$ cat src/hdl/wal_pkg.sv
// Package for the windowed acceleration limiter.
// Holds the request and result structs, lane control structs, codes and constants.
// It depends on nothing else and is used by every module in the block.
package wal_pkg;

  // Default number of history entries per axis.
  localparam int WINDOW_DEPTH_DEF = 16;

  // Q1.15 value of one.
  localparam logic [15:0] ONE_Q15 = 16'd32768;

  // Raw Q4.12 value of 0.02: at or below it the x step is halved.
  localparam logic signed [15:0] SLOW_X_RAW = 16'sd81;

  // Number of quotient bits the lane divider produces.
  localparam int DIV_STEPS = 16;

  // Register indexes on the configuration port.
  typedef enum logic [2:0] {
    CFG_MAX_ACC_X   = 3'd0,
    CFG_MAX_ACC_Y   = 3'd1,
    CFG_MAX_ACC_ROT = 3'd2,
    CFG_WINDOW_X    = 3'd3,
    CFG_WINDOW_Y    = 3'd4,
    CFG_WINDOW_ROT  = 3'd5
  } wal_cfg_idx_t;

  // One input request.
  typedef struct packed {
    logic        [31:0] tick_time;
    logic signed [15:0] meas_x;
    logic signed [15:0] meas_y;
    logic signed [15:0] meas_rot;
    logic signed [15:0] current_x;
    logic signed [15:0] want_x;
    logic signed [15:0] want_y;
    logic signed [15:0] want_rot;
  } wal_in_t;

  // One result.
  typedef struct packed {
    logic signed [15:0] out_x;
    logic signed [15:0] out_y;
    logic signed [15:0] out_rot;
    logic        [15:0] scale;
  } wal_out_t;

  // Commands from the top level to one lane.
  typedef struct packed {
    logic check;
    logic update;
    logic restart_pre;
    logic restart_post;
  } wal_lane_cmd_t;

  // Status from one lane to the top level.
  typedef struct packed {
    logic        busy;
    logic        stale;
    logic [15:0] factor;
  } wal_lane_stat_t;

  // Magnitude of a signed 16-bit speed, widened so that -32768 fits.
  function automatic logic [16:0] mag16(input logic signed [15:0] v);
    logic signed [16:0] e;
    e = {v[15], v};
    mag16 = v[15] ? 17'(-e) : 17'(e);
  endfunction

endpackage

$ cat src/hdl/wal_merge.sv
// Merging stage of the windowed acceleration limiter.
// Picks the smallest lane factor and scales the desired vector by it.
// Depends on wal_pkg for the result struct and the magnitude helper.
module wal_merge (
  input  logic                clk,
  input  logic                load,
  input  logic         [15:0] fx,
  input  logic         [15:0] fy,
  input  logic         [15:0] fr,
  input  logic signed  [15:0] want_x,
  input  logic signed  [15:0] want_y,
  input  logic signed  [15:0] want_rot,
  output wal_pkg::wal_out_t   res
);

  logic [15:0] f_min;
  logic [15:0] f_xy;

  // Smallest factor, registered before the multipliers.
  assign f_xy = (fy < fx) ? fy : fx;

  always_ff @(posedge clk) begin
    if (load) begin
      f_min <= (fr < f_xy) ? fr : f_xy;
    end
  end

  // Magnitude times factor, truncated toward zero, sign restored.
  function automatic logic signed [15:0] apply(input logic signed [15:0] w,
                                               input logic [15:0] f);
    logic [32:0] p;
    logic [16:0] m;
    p = wal_pkg::mag16(w) * f;
    m = p[31:15];
    apply = w[15] ? 16'(-m) : m[15:0];
  endfunction

  assign res.out_x   = apply(want_x, f_min);
  assign res.out_y   = apply(want_y, f_min);
  assign res.out_rot = apply(want_rot, f_min);
  assign res.scale   = f_min;

endmodule

$ cat config.mk
export PLATFORM = sky130hd
export DESIGN_NAME = wal_merge
export DESIGN_NICKNAME = d
export VERILOG_FILES = /design/src/hdl/wal_pkg.sv /design/src/hdl/wal_merge.sv
export SDC_FILE = /design/constraint.sdc
export NUM_CORES = 2
export LEC_CHECK = 0
export ABC_AREA = 1
export BUFFER_PORTS_ARGS = -buffer_cell sky130_fd_sc_hd__buf_2
export CORE_MARGIN = 5
export CORE_UTILIZATION = 50
export DETAILED_ROUTE_END_ITERATION = 10
export GPL_ROUTABILITY_DRIVEN = 1
export PLACE_DENSITY = 0.64
export SKIP_CTS_REPAIR_TIMING = 1
export SLEW_MARGIN = 20
export SYNTH_ARGS = -nofsm -noshare
export SYNTH_HDL_FRONTEND = slang
export SYNTH_SLANG_ARGS = --single-unit
export TNS_END_PERCENT = 1
$ cat constraint.sdc
create_clock -name clk -period 10.5 [get_ports clk]
set_clock_uncertainty 0.15 [all_clocks]
set_input_delay 0.525 -clock clk [delete_from_list [all_inputs] [get_ports clk]]
set_output_delay 0.525 -clock clk [all_outputs]
set_load 0.05 [all_outputs]
==> flow_results.org <==
** Routing
- Once detail routing completed, the nets flagged for antenna violations numbered 0.
- After the first detailed-routing iteration, the DRC count stood at roughly 1700.
- For this block, the routed nets add up to around 90000 um of wire.
- The pre-antenna-repair detailed-routing pass consisted of 6 iterations.
- Number of DRC violations after detailed routing :: 0
- Vias after detailed routing :: about 26000
- After detailed routing, the average wire length per cell comes to 17.59 um.
- DR vias/cell :: 5.203

** Finish
- Relative area change from synthesis to final layout :: 5.829%
- The number of antenna diodes in the final layout is 0.
- Final-layout fill cell count :: roughly 6100
- The register with the most flip-flops in the final layout is f_min.
- Largest registers :: f_min (16)
- Number of non-filler instances in the completed layout :: 5093
- In the final design database the tool counted 5337 nets.
- The register with the most flip-flops in the layout has 16 of them.
- Cells with a size suffix above 1 make up ~6.7% of the layout.

** Worst setup path
- Critical path's largest stage delay :: ~0.57 ns
- The largest individual stage delay along the critical path comes from the cell sky130_fd_sc_hd__xnor2_1.
- Data on the critical path is required at its endpoint by around 10 ns.
- The worst setup path is of the primary input to output pin kind.
- Sort of element at the end of the critical path :: output pin
- The cell that appears most often on the critical path is sky130_fd_sc_hd__nand2_1.
- STA classifies the critical path startpoint as a primary input.
- Along the worst path, the maximum fanout reaches 17.
- For the worst setup path, the data arrival time is between 8 and 9 ns.

** Timing
- RSZ-0062 raised after global routing :: no
- The worst path needs slightly above 9 ns of the cycle, external delays included.
- Fmax :: about 110 MHz
- In this run the tightest slew margin relative to its limit is 23.99%.
- Worst-Margin Slew :: 1.140 ns
- Share of the cycle needed by the critical path after routing :: ~88%
- Total negative slack for setup checks :: 0 ns
- Worst Hold Margin :: 0.4550 ns
- Setup violators final :: 0
- Fin. Hold Viols :: 0
- Smallest setup slack after layout :: 1.294 ns
- The total count of max-transition violations in the final report is 0.

** Clock network
- TritonCTS built the clock tree.
- Number of buffers between clock root and the deepest sink :: 2
- Clock-pin slew was measured on the worst setup and hold paths at 0.05 ns.
- Root Driver :: sky130_fd_sc_hd__clkbuf_16
- CTS built an H-tree with a depth of 1.
- Clock tree synthesis found a total of 16 sinks.
- In this run, CTS created clock tree buffers numbering 3.

** GRT
- The first global-routing pass estimated 145100 um of wire.
- Number of global-route vias before repair :: around 27000
- Pin count of the biggest net entering global routing :: 50
- Total GRT Usage :: between 20% and 30%
- Antenna violations before repair :: 0
- The total overflow left after global routing is 0.

** Floorplanning
- Standard-cell row count :: 90
- The die is between 200 and 300 um tall.
- In this run the count of I/O pins placed on the die edge is 162.
- Die X-Extent :: between 200 and 300 um
- Standard cell core area :: 60360 sq um
- Die Footprint :: approximately 66000 sq um
- Starting density of the core :: just over 50%

** Logic synthesis
- Unique cell type count in the Yosys netlist :: slightly below 60
- Summed over its instances, the top area cell type makes up approximately 41% of the synthesized netlist area.
- The biggest area contributor in the post-synthesis netlist is sky130_fd_sc_hd__fa_1.
- Leading cell types by total area after synthesis :: sky130_fd_sc_hd__fa_1 41%, sky130_fd_sc_hd__nand2_1 13%, sky130_fd_sc_hd__ha_1 13%, sky130_fd_sc_hd__inv_1 12%, sky130_fd_sc_hd__nor2_1 5.7%
- Counting instances in the post-synthesis netlist gives the leading cell types as 1039 x sky130_fd_sc_hd__nand2_1, 1002 x sky130_fd_sc_hd__inv_1, 618 x sky130_fd_sc_hd__fa_1.
- Syn avg cell area :: between 7 and 8 sq um
- Cell area after synthesis :: slightly above 30000 sq um
- Most frequently used flop master after synthesis :: sky130_fd_sc_hd__edfxtp_1
- After synthesis, the share of flip-flops with an asynchronous set or reset is 0%.
- The synthesized design contains 16 enable-type register cells.
- For this run, the register share of the synthesized area comes to under 10%.
- The most common cell in the synthesized netlist is sky130_fd_sc_hd__nand2_1.
- The Yosys step of the flow raised 0 warnings.
- Gate count after technology mapping :: 4196
- Number of synthesized register bits :: 16

** Run
- MaxCap Viol Count :: 0

** Place
- At the placement stage, the worst setup path has a slack of 1.371 ns.
- Global placement routability congestion :: approximately 0.95
- Placed Cells :: 5089
- IO Port Bufs :: 161
- Detailed placement finished with a half-perimeter wire length of about 73000 um.

** Outcome
- The flow ran to the end, and the final reports show no timing, DRC or antenna violations.

** Hold path
- The tightest min-delay check is of the primary input to flop type.
- Along the worst hold path, the cell count comes to 3.
==> critical path, delay by kind of cell <==
kind / cells / cell delay [ns]
and+or+nand+nor: 13 / 1.57
AOI/OAI and AO/OA: 4 / 0.60
buffers and inverters: 10 / 1.19
adders and majority gates: 9 / 3.74
xor gates and xnor gates: 2 / 0.89
==> cell families (layout without fill, tap and decap cells) <==
family / count (synthesis) / count (layout) / share of synthesized area (%)
compound gates: 255 / 255 / 4.693
xor+xnor: 58 / 58 / 1.801
fa+ha+maj: 927 / 927 / 53.23
buf+inv: 1146 / 1221 / 14.22
flops: 16 / 16 / 1.575
other cells: 2 / 42 / 0.02462
simple gates: 1792 / 1792 / 24.45
==> layout make-up <==
| cell class | instances | area [sq um] | area share, % |
|---|---|---|---|
| multi-input cells | 3074 | 25850 | 80.07 |
| inverters | 1023 | 3842 | 11.90 |
| repair buffers | 194 | 1054 | 3.264 |
| well taps | 782 | 978.4 | 3.031 |
| flip-flops and latches | 16 | 480.5 | 1.488 |
| clock buffers | 3 | 75.07 | 0.2326 |
| clock inverters | 1 | 3.754 | 0.01163 |
==> stage by stage <==
step / utilization (%) / area, sq um
global route: 53.48 / 32280
CTS: 53.48 / 32280
finish: 53.48 / 32280
floorplan: - / 30650
detailed placement: 53.35 / 32200
global placement: 53.35 / 32200
==> per-layer routing <==
layer | share of wire (%) | global-route usage (%)
met4 | 4.1 | 8.738
met2 | 48 | 46.90
met1 | 41 | 35.31
met5 | 0 | 0
met3 | 7.8 | 4.510
==> cells in the final DEF (no fill, tap or decap), types with 3 or more instances in the layout <==
cell / netlist / routed
sky130_fd_sc_hd__a21boi_0: 5 / 5
sky130_fd_sc_hd__a21o_1: 10 / 10
sky130_fd_sc_hd__a21oi_1: 100 / 100
sky130_fd_sc_hd__a31oi_1: 8 / 8
sky130_fd_sc_hd__and2_1: 4 / 4
sky130_fd_sc_hd__buf_2: 9 / 161
sky130_fd_sc_hd__buf_4: 2 / 33
sky130_fd_sc_hd__clkbuf_16: 0 / 3
sky130_fd_sc_hd__clkinv_1: 13 / 14
sky130_fd_sc_hd__conb_1: 2 / 42
sky130_fd_sc_hd__edfxtp_1: 16 / 16
sky130_fd_sc_hd__fa_1: 618 / 618
sky130_fd_sc_hd__ha_1: 309 / 309
sky130_fd_sc_hd__inv_1: 1002 / 1002
sky130_fd_sc_hd__inv_2: 7 / 7
sky130_fd_sc_hd__nand2_1: 1039 / 1039
sky130_fd_sc_hd__nand2_2: 25 / 25
sky130_fd_sc_hd__nand2_4: 5 / 5
sky130_fd_sc_hd__nand3_1: 127 / 127
sky130_fd_sc_hd__nand3_2: 5 / 5
sky130_fd_sc_hd__nand3b_1: 23 / 23
sky130_fd_sc_hd__nand4_1: 23 / 23
sky130_fd_sc_hd__nor2_1: 465 / 465
sky130_fd_sc_hd__nor2_2: 7 / 7
sky130_fd_sc_hd__nor2_8: 5 / 5
sky130_fd_sc_hd__nor3_1: 28 / 28
sky130_fd_sc_hd__nor3_2: 4 / 4
sky130_fd_sc_hd__nor4_1: 10 / 8
sky130_fd_sc_hd__o211ai_1: 3 / 3
sky130_fd_sc_hd__o21a_1: 3 / 3
sky130_fd_sc_hd__o21ai_0: 95 / 95
sky130_fd_sc_hd__o21ai_2: 5 / 5
sky130_fd_sc_hd__o21bai_1: 16 / 16
sky130_fd_sc_hd__or2_2: 13 / 13
sky130_fd_sc_hd__xnor2_1: 20 / 20
sky130_fd_sc_hd__xor2_1: 34 / 34
==> path summary, 6_finish.rpt <==
path,end,from
hold / removal,f_min[10],fr[10]
setup / recovery,res[62],want_x[0]
Power is not shown: default switching activity piles up to over one toggle a cycle in this logic, so the estimate is an artifact.
