--- config.mk ---
export PLATFORM = sky130hd
export DESIGN_NAME = wal_lane
export DESIGN_NICKNAME = d
export VERILOG_FILES = /design/src/hdl/wal_pkg.sv /design/src/hdl/wal_lane.sv
export SDC_FILE = /design/constraint.sdc
export NUM_CORES = 2
export LEC_CHECK = 0
export ABC_AREA = 1
export BUFFER_PORTS_ARGS = -buffer_cell sky130_fd_sc_hd__clkbuf_2
export CAP_MARGIN = 10
export CORE_UTILIZATION = 65
export CTS_CLUSTER_SIZE = 14
export DETAILED_ROUTE_END_ITERATION = 8
export PLACE_DENSITY = 0.82
export SLEW_MARGIN = 20
export SYNTH_ARGS = -nofsm -noshare
export SYNTH_HDL_FRONTEND = slang
export SYNTH_SLANG_ARGS = --single-unit
--- constraint.sdc ---
create_clock -name clk -period 12.56 [get_ports clk]
set_input_delay 0.628 -clock clk [delete_from_list [all_inputs] [get_ports clk]]
set_output_delay 0.628 -clock clk [all_outputs]
set_load 0.1 [all_outputs]
--- src/hdl/wal_pkg.sv ---
// Package for the windowed acceleration limiter.
// Holds the request and result structs, lane control structs, codes and constants.
// It depends on nothing else and is used by every module in the block.
package wal_pkg;

  // Default number of history entries per axis.
  localparam int WINDOW_DEPTH_DEF = 16;

  // Q1.15 value of one.
  localparam logic [15:0] ONE_Q15 = 16'd32768;

  // Raw Q4.12 value of 0.02: at or below it the x step is halved.
  localparam logic signed [15:0] SLOW_X_RAW = 16'sd81;

  // Number of quotient bits the lane divider produces.
  localparam int DIV_STEPS = 16;

  // Register indexes on the configuration port.
  typedef enum logic [2:0] {
    CFG_MAX_ACC_X   = 3'd0,
    CFG_MAX_ACC_Y   = 3'd1,
    CFG_MAX_ACC_ROT = 3'd2,
    CFG_WINDOW_X    = 3'd3,
    CFG_WINDOW_Y    = 3'd4,
    CFG_WINDOW_ROT  = 3'd5
  } wal_cfg_idx_t;

  // One input request.
  typedef struct packed {
    logic        [31:0] tick_time;
    logic signed [15:0] meas_x;
    logic signed [15:0] meas_y;
    logic signed [15:0] meas_rot;
    logic signed [15:0] current_x;
    logic signed [15:0] want_x;
    logic signed [15:0] want_y;
    logic signed [15:0] want_rot;
  } wal_in_t;

  // One result.
  typedef struct packed {
    logic signed [15:0] out_x;
    logic signed [15:0] out_y;
    logic signed [15:0] out_rot;
    logic        [15:0] scale;
  } wal_out_t;

  // Commands from the top level to one lane.
  typedef struct packed {
    logic check;
    logic update;
    logic restart_pre;
    logic restart_post;
  } wal_lane_cmd_t;

  // Status from one lane to the top level.
  typedef struct packed {
    logic        busy;
    logic        stale;
    logic [15:0] factor;
  } wal_lane_stat_t;

  // Magnitude of a signed 16-bit speed, widened so that -32768 fits.
  function automatic logic [16:0] mag16(input logic signed [15:0] v);
    logic signed [16:0] e;
    e = {v[15], v};
    mag16 = v[15] ? 17'(-e) : 17'(e);
  endfunction

endpackage

--- src/hdl/wal_lane.sv ---
// One axis lane of the windowed acceleration limiter.
// Holds the timestamped speed history in a memory, ages it, scans for the
// reference speed and divides out the limiting factor. Depends on wal_pkg.
module wal_lane #(
  parameter int WINDOW_DEPTH = wal_pkg::WINDOW_DEPTH_DEF
) (
  input  logic                      clk,
  input  logic                      rst,
  input  wal_pkg::wal_lane_cmd_t    cmd,
  input  logic               [31:0] now,
  input  logic signed        [15:0] meas,
  input  logic signed        [15:0] want,
  input  logic               [15:0] acc2,
  input  logic               [15:0] win,
  output wal_pkg::wal_lane_stat_t   stat
);

  localparam int IW = $clog2(WINDOW_DEPTH);
  localparam int CW = $clog2(WINDOW_DEPTH + 1);

  typedef enum logic [3:0] {
    L_IDLE, L_CK_H, L_CK_T, L_CK_E, L_WAIT, L_AG_R, L_AG_C, L_FULL,
    L_WR, L_SCAN, L_SEND, L_LIM, L_DIV, L_DONE
  } lane_state_t;

  lane_state_t state;

  // History store and its registered read port.
  logic        [31:0] mem_t [WINDOW_DEPTH];
  logic signed [15:0] mem_v [WINDOW_DEPTH];
  logic        [IW-1:0] rd_addr;
  logic        [31:0] rd_t;
  logic signed [15:0] rd_v;
  logic               rd_zero;
  logic        [31:0] rt;
  logic signed [15:0] rv;

  // Window bookkeeping.
  logic [IW-1:0] head;
  logic [CW-1:0] count;
  logic          zflag;
  logic [31:0]   t_head;
  logic [31:0]   t_tail;
  logic          stale;

  // Latched request fields.
  logic        [31:0] now_r;
  logic signed [15:0] meas_r;
  logic signed [15:0] want_r;
  logic        [15:0] acc2_r;
  logic        [15:0] win_r;
  logic               rpost;

  // Scan and divide state.
  logic [CW-1:0]      idx;
  logic               sc_v;
  logic signed [15:0] ref_v;
  logic               ref_first;
  logic [16:0]        rem;
  logic [15:0]        nlo;
  logic [15:0]        quo;
  logic [16:0]        dv;
  logic [4:0]         dcnt;
  logic [15:0]        factor;

  // Combinational helpers.
  logic [IW-1:0] tail_old;
  logic [IW-1:0] wr_addr;
  logic [IW-1:0] scan_addr;
  logic [IW-1:0] head_inc;
  logic [16:0]   mw;
  logic [16:0]   mr;
  logic [16:0]   mr2;
  logic          nolim;
  logic [17:0]   target2;
  logic [17:0]   sh;
  logic          qbit;
  logic          aged;

  // Sum of an index and an offset, folded back into the store.
  function automatic logic [IW-1:0] wrap(input logic [CW:0] s);
    wrap = (s >= (CW+1)'(WINDOW_DEPTH)) ? IW'(s - (CW+1)'(WINDOW_DEPTH)) : IW'(s);
  endfunction

  assign tail_old  = wrap((CW+1)'(head) + (CW+1)'(count) - (CW+1)'(1));
  assign wr_addr   = wrap((CW+1)'(head) + (CW+1)'(count));
  assign scan_addr = wrap((CW+1)'(head) + (CW+1)'(idx));
  assign head_inc  = wrap((CW+1)'(head) + (CW+1)'(1));

  // Read address follows the step being taken.
  always_comb begin
    case (state)
      L_CK_T:  rd_addr = tail_old;
      L_SCAN:  rd_addr = scan_addr;
      default: rd_addr = head;
    endcase
  end

  // Memory write and registered read; slot zero reads as zero after a clear.
  always_ff @(posedge clk) begin
    if (state == L_WR) begin
      mem_t[wr_addr] <= now_r;
      mem_v[wr_addr] <= meas_r;
    end
    rd_t    <= mem_t[rd_addr];
    rd_v    <= mem_v[rd_addr];
    rd_zero <= zflag && (rd_addr == '0);
  end

  assign rt = rd_zero ? 32'd0 : rd_t;
  assign rv = rd_zero ? 16'sd0 : rd_v;

  // Aging condition: oldest time plus window below the newest, without wrap.
  assign aged = (count > CW'(1)) &&
                (({1'b0, rt} + {17'd0, win_r}) < {1'b0, t_tail});

  // Limit decision and divider step.
  always_comb begin
    mw      = wal_pkg::mag16(want_r);
    mr      = wal_pkg::mag16(ref_v);
    nolim   = (mw <= mr) || ({(mw - mr), 1'b0} < {2'b00, acc2_r});
    mr2     = ((ref_v == 16'sd0) || (ref_v[15] != want_r[15])) ? 17'd0 : mr;
    target2 = {mr2, 1'b0} + {2'b00, acc2_r};
    sh      = {rem, nlo[15]};
    qbit    = (sh >= {1'b0, dv});
  end

  // Lane sequencer.
  always_ff @(posedge clk) begin
    if (rst) begin
      state <= L_IDLE;
      head  <= '0;
      count <= CW'(1);
      zflag <= 1'b1;
      sc_v  <= 1'b0;
    end else begin
      sc_v <= (state == L_SCAN);
      // Reference tracking handles each scan address in the cycle after it is issued.
      if (sc_v) begin
        if (ref_first || (wal_pkg::mag16(rv) < wal_pkg::mag16(ref_v))) begin
          ref_v <= rv;
        end
        ref_first <= 1'b0;
      end
      unique case (state)
        L_IDLE: begin
          if (cmd.check) begin
            state <= L_CK_H;
          end
        end
        L_CK_H: state <= L_CK_T;
        L_CK_T: begin
          t_head <= rt;
          state  <= L_CK_E;
        end
        L_CK_E: begin
          t_tail <= rt;
          stale  <= (count > CW'(1)) && (t_head >= rt);
          state  <= L_WAIT;
        end
        L_WAIT: begin
          if (cmd.update) begin
            now_r  <= now;
            meas_r <= meas;
            want_r <= want;
            acc2_r <= acc2;
            win_r  <= win;
            rpost  <= cmd.restart_post;
            if (cmd.restart_pre) begin
              head  <= '0;
              count <= CW'(1);
              zflag <= 1'b1;
              state <= L_FULL;
            end else begin
              state <= L_AG_R;
            end
          end
        end
        L_AG_R: state <= L_AG_C;
        L_AG_C: begin
          if (aged) begin
            head  <= head_inc;
            count <= count - CW'(1);
            state <= L_AG_R;
          end else begin
            state <= L_FULL;
          end
        end
        L_FULL: begin
          if (count >= CW'(WINDOW_DEPTH)) begin
            head  <= head_inc;
            count <= CW'(WINDOW_DEPTH - 1);
          end
          state <= L_WR;
        end
        L_WR: begin
          count <= count + CW'(1);
          if (wr_addr == '0) begin
            zflag <= 1'b0;
          end
          idx       <= '0;
          ref_first <= 1'b1;
          state     <= L_SCAN;
        end
        L_SCAN: begin
          idx <= idx + CW'(1);
          if (idx == count - CW'(1)) begin
            state <= L_SEND;
          end
        end
        L_SEND: state <= L_LIM;
        L_LIM: begin
          if (nolim) begin
            factor <= wal_pkg::ONE_Q15;
            state  <= L_DONE;
          end else begin
            rem   <= target2[17:1];
            nlo   <= {target2[0], 15'd0};
            dv    <= 17'({mw, 1'b0});
            quo   <= '0;
            dcnt  <= '0;
            state <= L_DIV;
          end
        end
        L_DIV: begin
          rem  <= qbit ? 17'(sh - {1'b0, dv}) : sh[16:0];
          nlo  <= {nlo[14:0], 1'b0};
          quo  <= {quo[14:0], qbit};
          dcnt <= dcnt + 5'd1;
          if (dcnt == 5'(wal_pkg::DIV_STEPS - 1)) begin
            factor <= {quo[14:0], qbit};
            state  <= L_DONE;
          end
        end
        L_DONE: begin
          if (rpost) begin
            head  <= '0;
            count <= CW'(1);
            zflag <= 1'b1;
          end
          state <= L_IDLE;
        end
        default: state <= L_IDLE;
      endcase
    end
  end

  assign stat.busy   = (state != L_IDLE) && (state != L_WAIT);
  assign stat.stale  = stale;
  assign stat.factor = factor;

endmodule

==> impl_metrics.yaml <==
sta:
  skew_ns: 0.0454
  finalHoldWorstSlack_ns: 0.106
  finalHoldViolCount: 0
  fin_crit_sh: 0.469
  maxSlewViolCount: 0
  period_needed_ns: 5.89
  setup_viol: 0
  max_freq_mhz: 170
  worst_pin_slew_ns: 1.09
  finalSetupTns_ns: 0
  slew_headroom: 0.275
  rsz0062_at_grt: "false"
drt:
  drt-initial-drc-count: 3832
  ant_nets: 0
  wl_per_cell_um: 22.2
  viasPerCell: 6.18
  remaining_drc_errors: 16
  vias: 32462
  routed_wl_um: 117000
  first_pass_iters: 7
synthesis:
  yosys_warnings: 0
  syn_area_per_cell_um2: 11.7
  ys_ff_latch: 1086
  yosysSeqAreaShare: 0.664
  syn-cell-area_mm2: 0.0482
  async_flop_share: 0
  synth_area_leaders: "edfxtp_1 64%, nor2_1 5.0%, ha_1 4.4%, nand2_1 4.2%, o21ai_0 3.1%"
  synth_edf_count: 1022
  synth_cell_types: 68
  netlist_instances: 4110
  synthFlopType: "edfxtp_1"
  yosysTopAreaCell: "edfxtp_1"
  yosys.area.top_type_share: 0.637
worst_setup_path:
  crit_type: "register to register"
  start_kind: "register"
  cp.arrival_ns: 6.17
  crit_buf_inv: 3
  critical_path.top_delay_family: "simple AND/OR/NAND/NOR gates"
  worst_path_max_delay_cell: "nor2_4"
  cp_common_cell: "nand2_1"
  cp_slowest_stage_delay_ns: 0.83
  worstPathMaxFanout: 38
  end_kind: "register"
  required_ns: 12.84
die:
  die_h_um: 274
  die_area_mm2: 0.0752
  core_mm2: 0.0731
  ios: 120
  initial_core_util: 0.659
  row_count: 99
  die_w_um: 274
cells_and_area:
  post-route-util: 0.729
  syn2layout_area_growth_pct: 10.6
  final_net_count: 4486
  layout-drive-gt1-share: 0.121
  n_antenna_cell: 0
  final_cell_area_mm2: 0.0533
cts:
  cts_made_buffers: 106
  cts_setup_buffers: 0
  clk_pin_slew_ns: 0.06
  cts_tree: "done"
  clock_sinks: 1086
  clk_latency_ns: 0.69
  clk_path_buf_depth: 3
  htree_num_levels: 3
  cts-resized-gates: 0
  postCtsHoldBufs: 0
  cts-root-buf: "clkbuf_16"
status:
  violations: "DRC"
  outcome: "complete, but fails checks"
power:
  clkPwrFrac: 0.403
  p_sw_uw: 1880
  seqPwrFrac: 0.512
  power.density_mw_per_mm2: 148
  p_comb_frac: 0.085
  power.leakage_uw: 0.0196
  power.internal_uw: 6010
  vdd_drop_max_uv: 117
  total_power_uw: 7900
  p_sw_frac: 0.238
run:
  maxCapViolCount: 0
global_routing:
  grt_first_pass_wirelength_um: 176000
  grt_pass1_vias: 31508
  antenna_found_initial: 4
  grt_overflow: 0
  grt_max_degree: 204
  track_usage: 0.311
worst_hold_path:
  min_path_type: "input port to register"
placement:
  port_buffers: 119
  placed_area_mm2: 0.0497
  hpwl_um: 65300
  gp_congestion: 0.928
==> registers in the layout, indices dropped and copies added, names as in the netlist, 15 cells and up <==
name / count
acc2_r: 16
t_tail: 32
dv: 16
mem_v: 256
quo: 15
ref_v: 16
rem: 17
rd_v: 16
now_r: 32
rd_t: 32
meas_r: 16
mem_t: 512
win_r: 16
factor: 16
want_r: 16
t_head: 32
==> layout make-up <==
class | instances | area, um2
clock buffer | 139 | 2920
sequential | 1086 | 32000
fill | 4613 | 19800
clock inverter | 58 | 613
timing repair buffer | 161 | 985
multi-input combinational | 2528 | 14400
inverter | 325 | 1230
tap | 959 | 1200
==> worst register-to-register path: cells and delay by family (launching register included) <==
kind	cells	cell delay [ns]
AND/OR/NAND/NOR	15	2.33
AO/OA/AOI/OAI	5	0.79
XOR/XNOR	2	0.25
adder cells (fa/ha/maj)	2	0.63
flip-flops	1	0.81
buffers and inverters	3	0.65
==> final timing paths <==
path	start	to	slack (ns)	cells after the start
setup / recovery	ref_v[15]$_DFFE_PP_	rem[8]$_DFFE_PP_	6.67	27
hold reg to reg	want_r[0]$_DFFE_PP_	dv[1]$_DFFE_PP_	0.47	0
hold / removal	now[9]	now_r[9]$_DFFE_PP_	0.11	1
setup reg to reg	ref_v[15]$_DFFE_PP_	rem[8]$_DFFE_PP_	6.67	27
==> routing by layer <==
| metal | wire, um | share of wire | GRT usage |
|---|---|---|---|
| met5 | 28 | 0.00024 | 0 |
| met4 | 5000 | 0.043 | 0.136 |
| met3 | 12200 | 0.10 | 0.0559 |
| met1 | 43100 | 0.37 | 0.400 |
| met2 | 56400 | 0.48 | 0.518 |
==> through the flow <==
step                setup slack, ns  cells
finish                         6.67   5256
detailed placement             6.76   5057
floorplan                      7.01   4112
global placement               6.82   5056
global route                   6.02   5256
CTS                            6.68   5254
==> power groups by stage <==
stage	clock network, uW	registers [uW]	logic (uW)
after CTS	3200	4040	669
after floorplan	0	4060	484
final	3180	4040	675
after global placement	0	4110	637
after detailed placement	0	4110	660
after global routing	3330	4040	749
==> cells by family after synthesis <==
kind of cell    synth area share
simple gates               0.138
flops                      0.664
compound gates            0.0951
buf+inv                   0.0419
fa+ha+maj                 0.0469
xor+xnor                  0.0145
other cells             0.000156
==> cells in the mapped netlist, drive strengths merged (3+ instances only) <==
library cell,count
o211ai,67
clkinv,3
xnor2,21
o311ai,81
nor2,656
a31oi,9
buf,99
nor3,28
o21ai,337
a21boi,4
ha,170
nand3,116
o22ai,49
inv,322
a21oi,126
nand3b,4
edfxtp,1022
a211oi,11
clkbuf,74
xor2,59
fa,6
nor3b,3
nand4,83
or2,56
nor4,8
dfxtp,64
o21bai,6
o31ai,9
nand2,567
o21a,3
o221ai,35
==> cells in the final DEF (no fill, tap or decap), drive strengths merged, types with 6 or more instances in the layout <==
| cell | n |
|---|---|
| a21oi | 126 |
| o221ai | 35 |
| dfxtp | 64 |
| a31oi | 9 |
| or2 | 56 |
| inv | 326 |
| o211ai | 67 |
| nor2 | 656 |
| ha | 170 |
| o22ai | 49 |
| nand2 | 567 |
| xnor2 | 21 |
| edfxtp | 1022 |
| xor2 | 59 |
| nand4 | 83 |
| clkinv | 45 |
| fa | 6 |
| o21ai | 337 |
| o311ai | 81 |
| buf | 42 |
| a211oi | 11 |
| o21bai | 6 |
| clkbuf | 258 |
| nor4 | 8 |
| nor3 | 28 |
| bufinv | 9 |
| o31ai | 9 |
| nand3 | 116 |
Note: power is estimated with default switching activity, not from simulation.
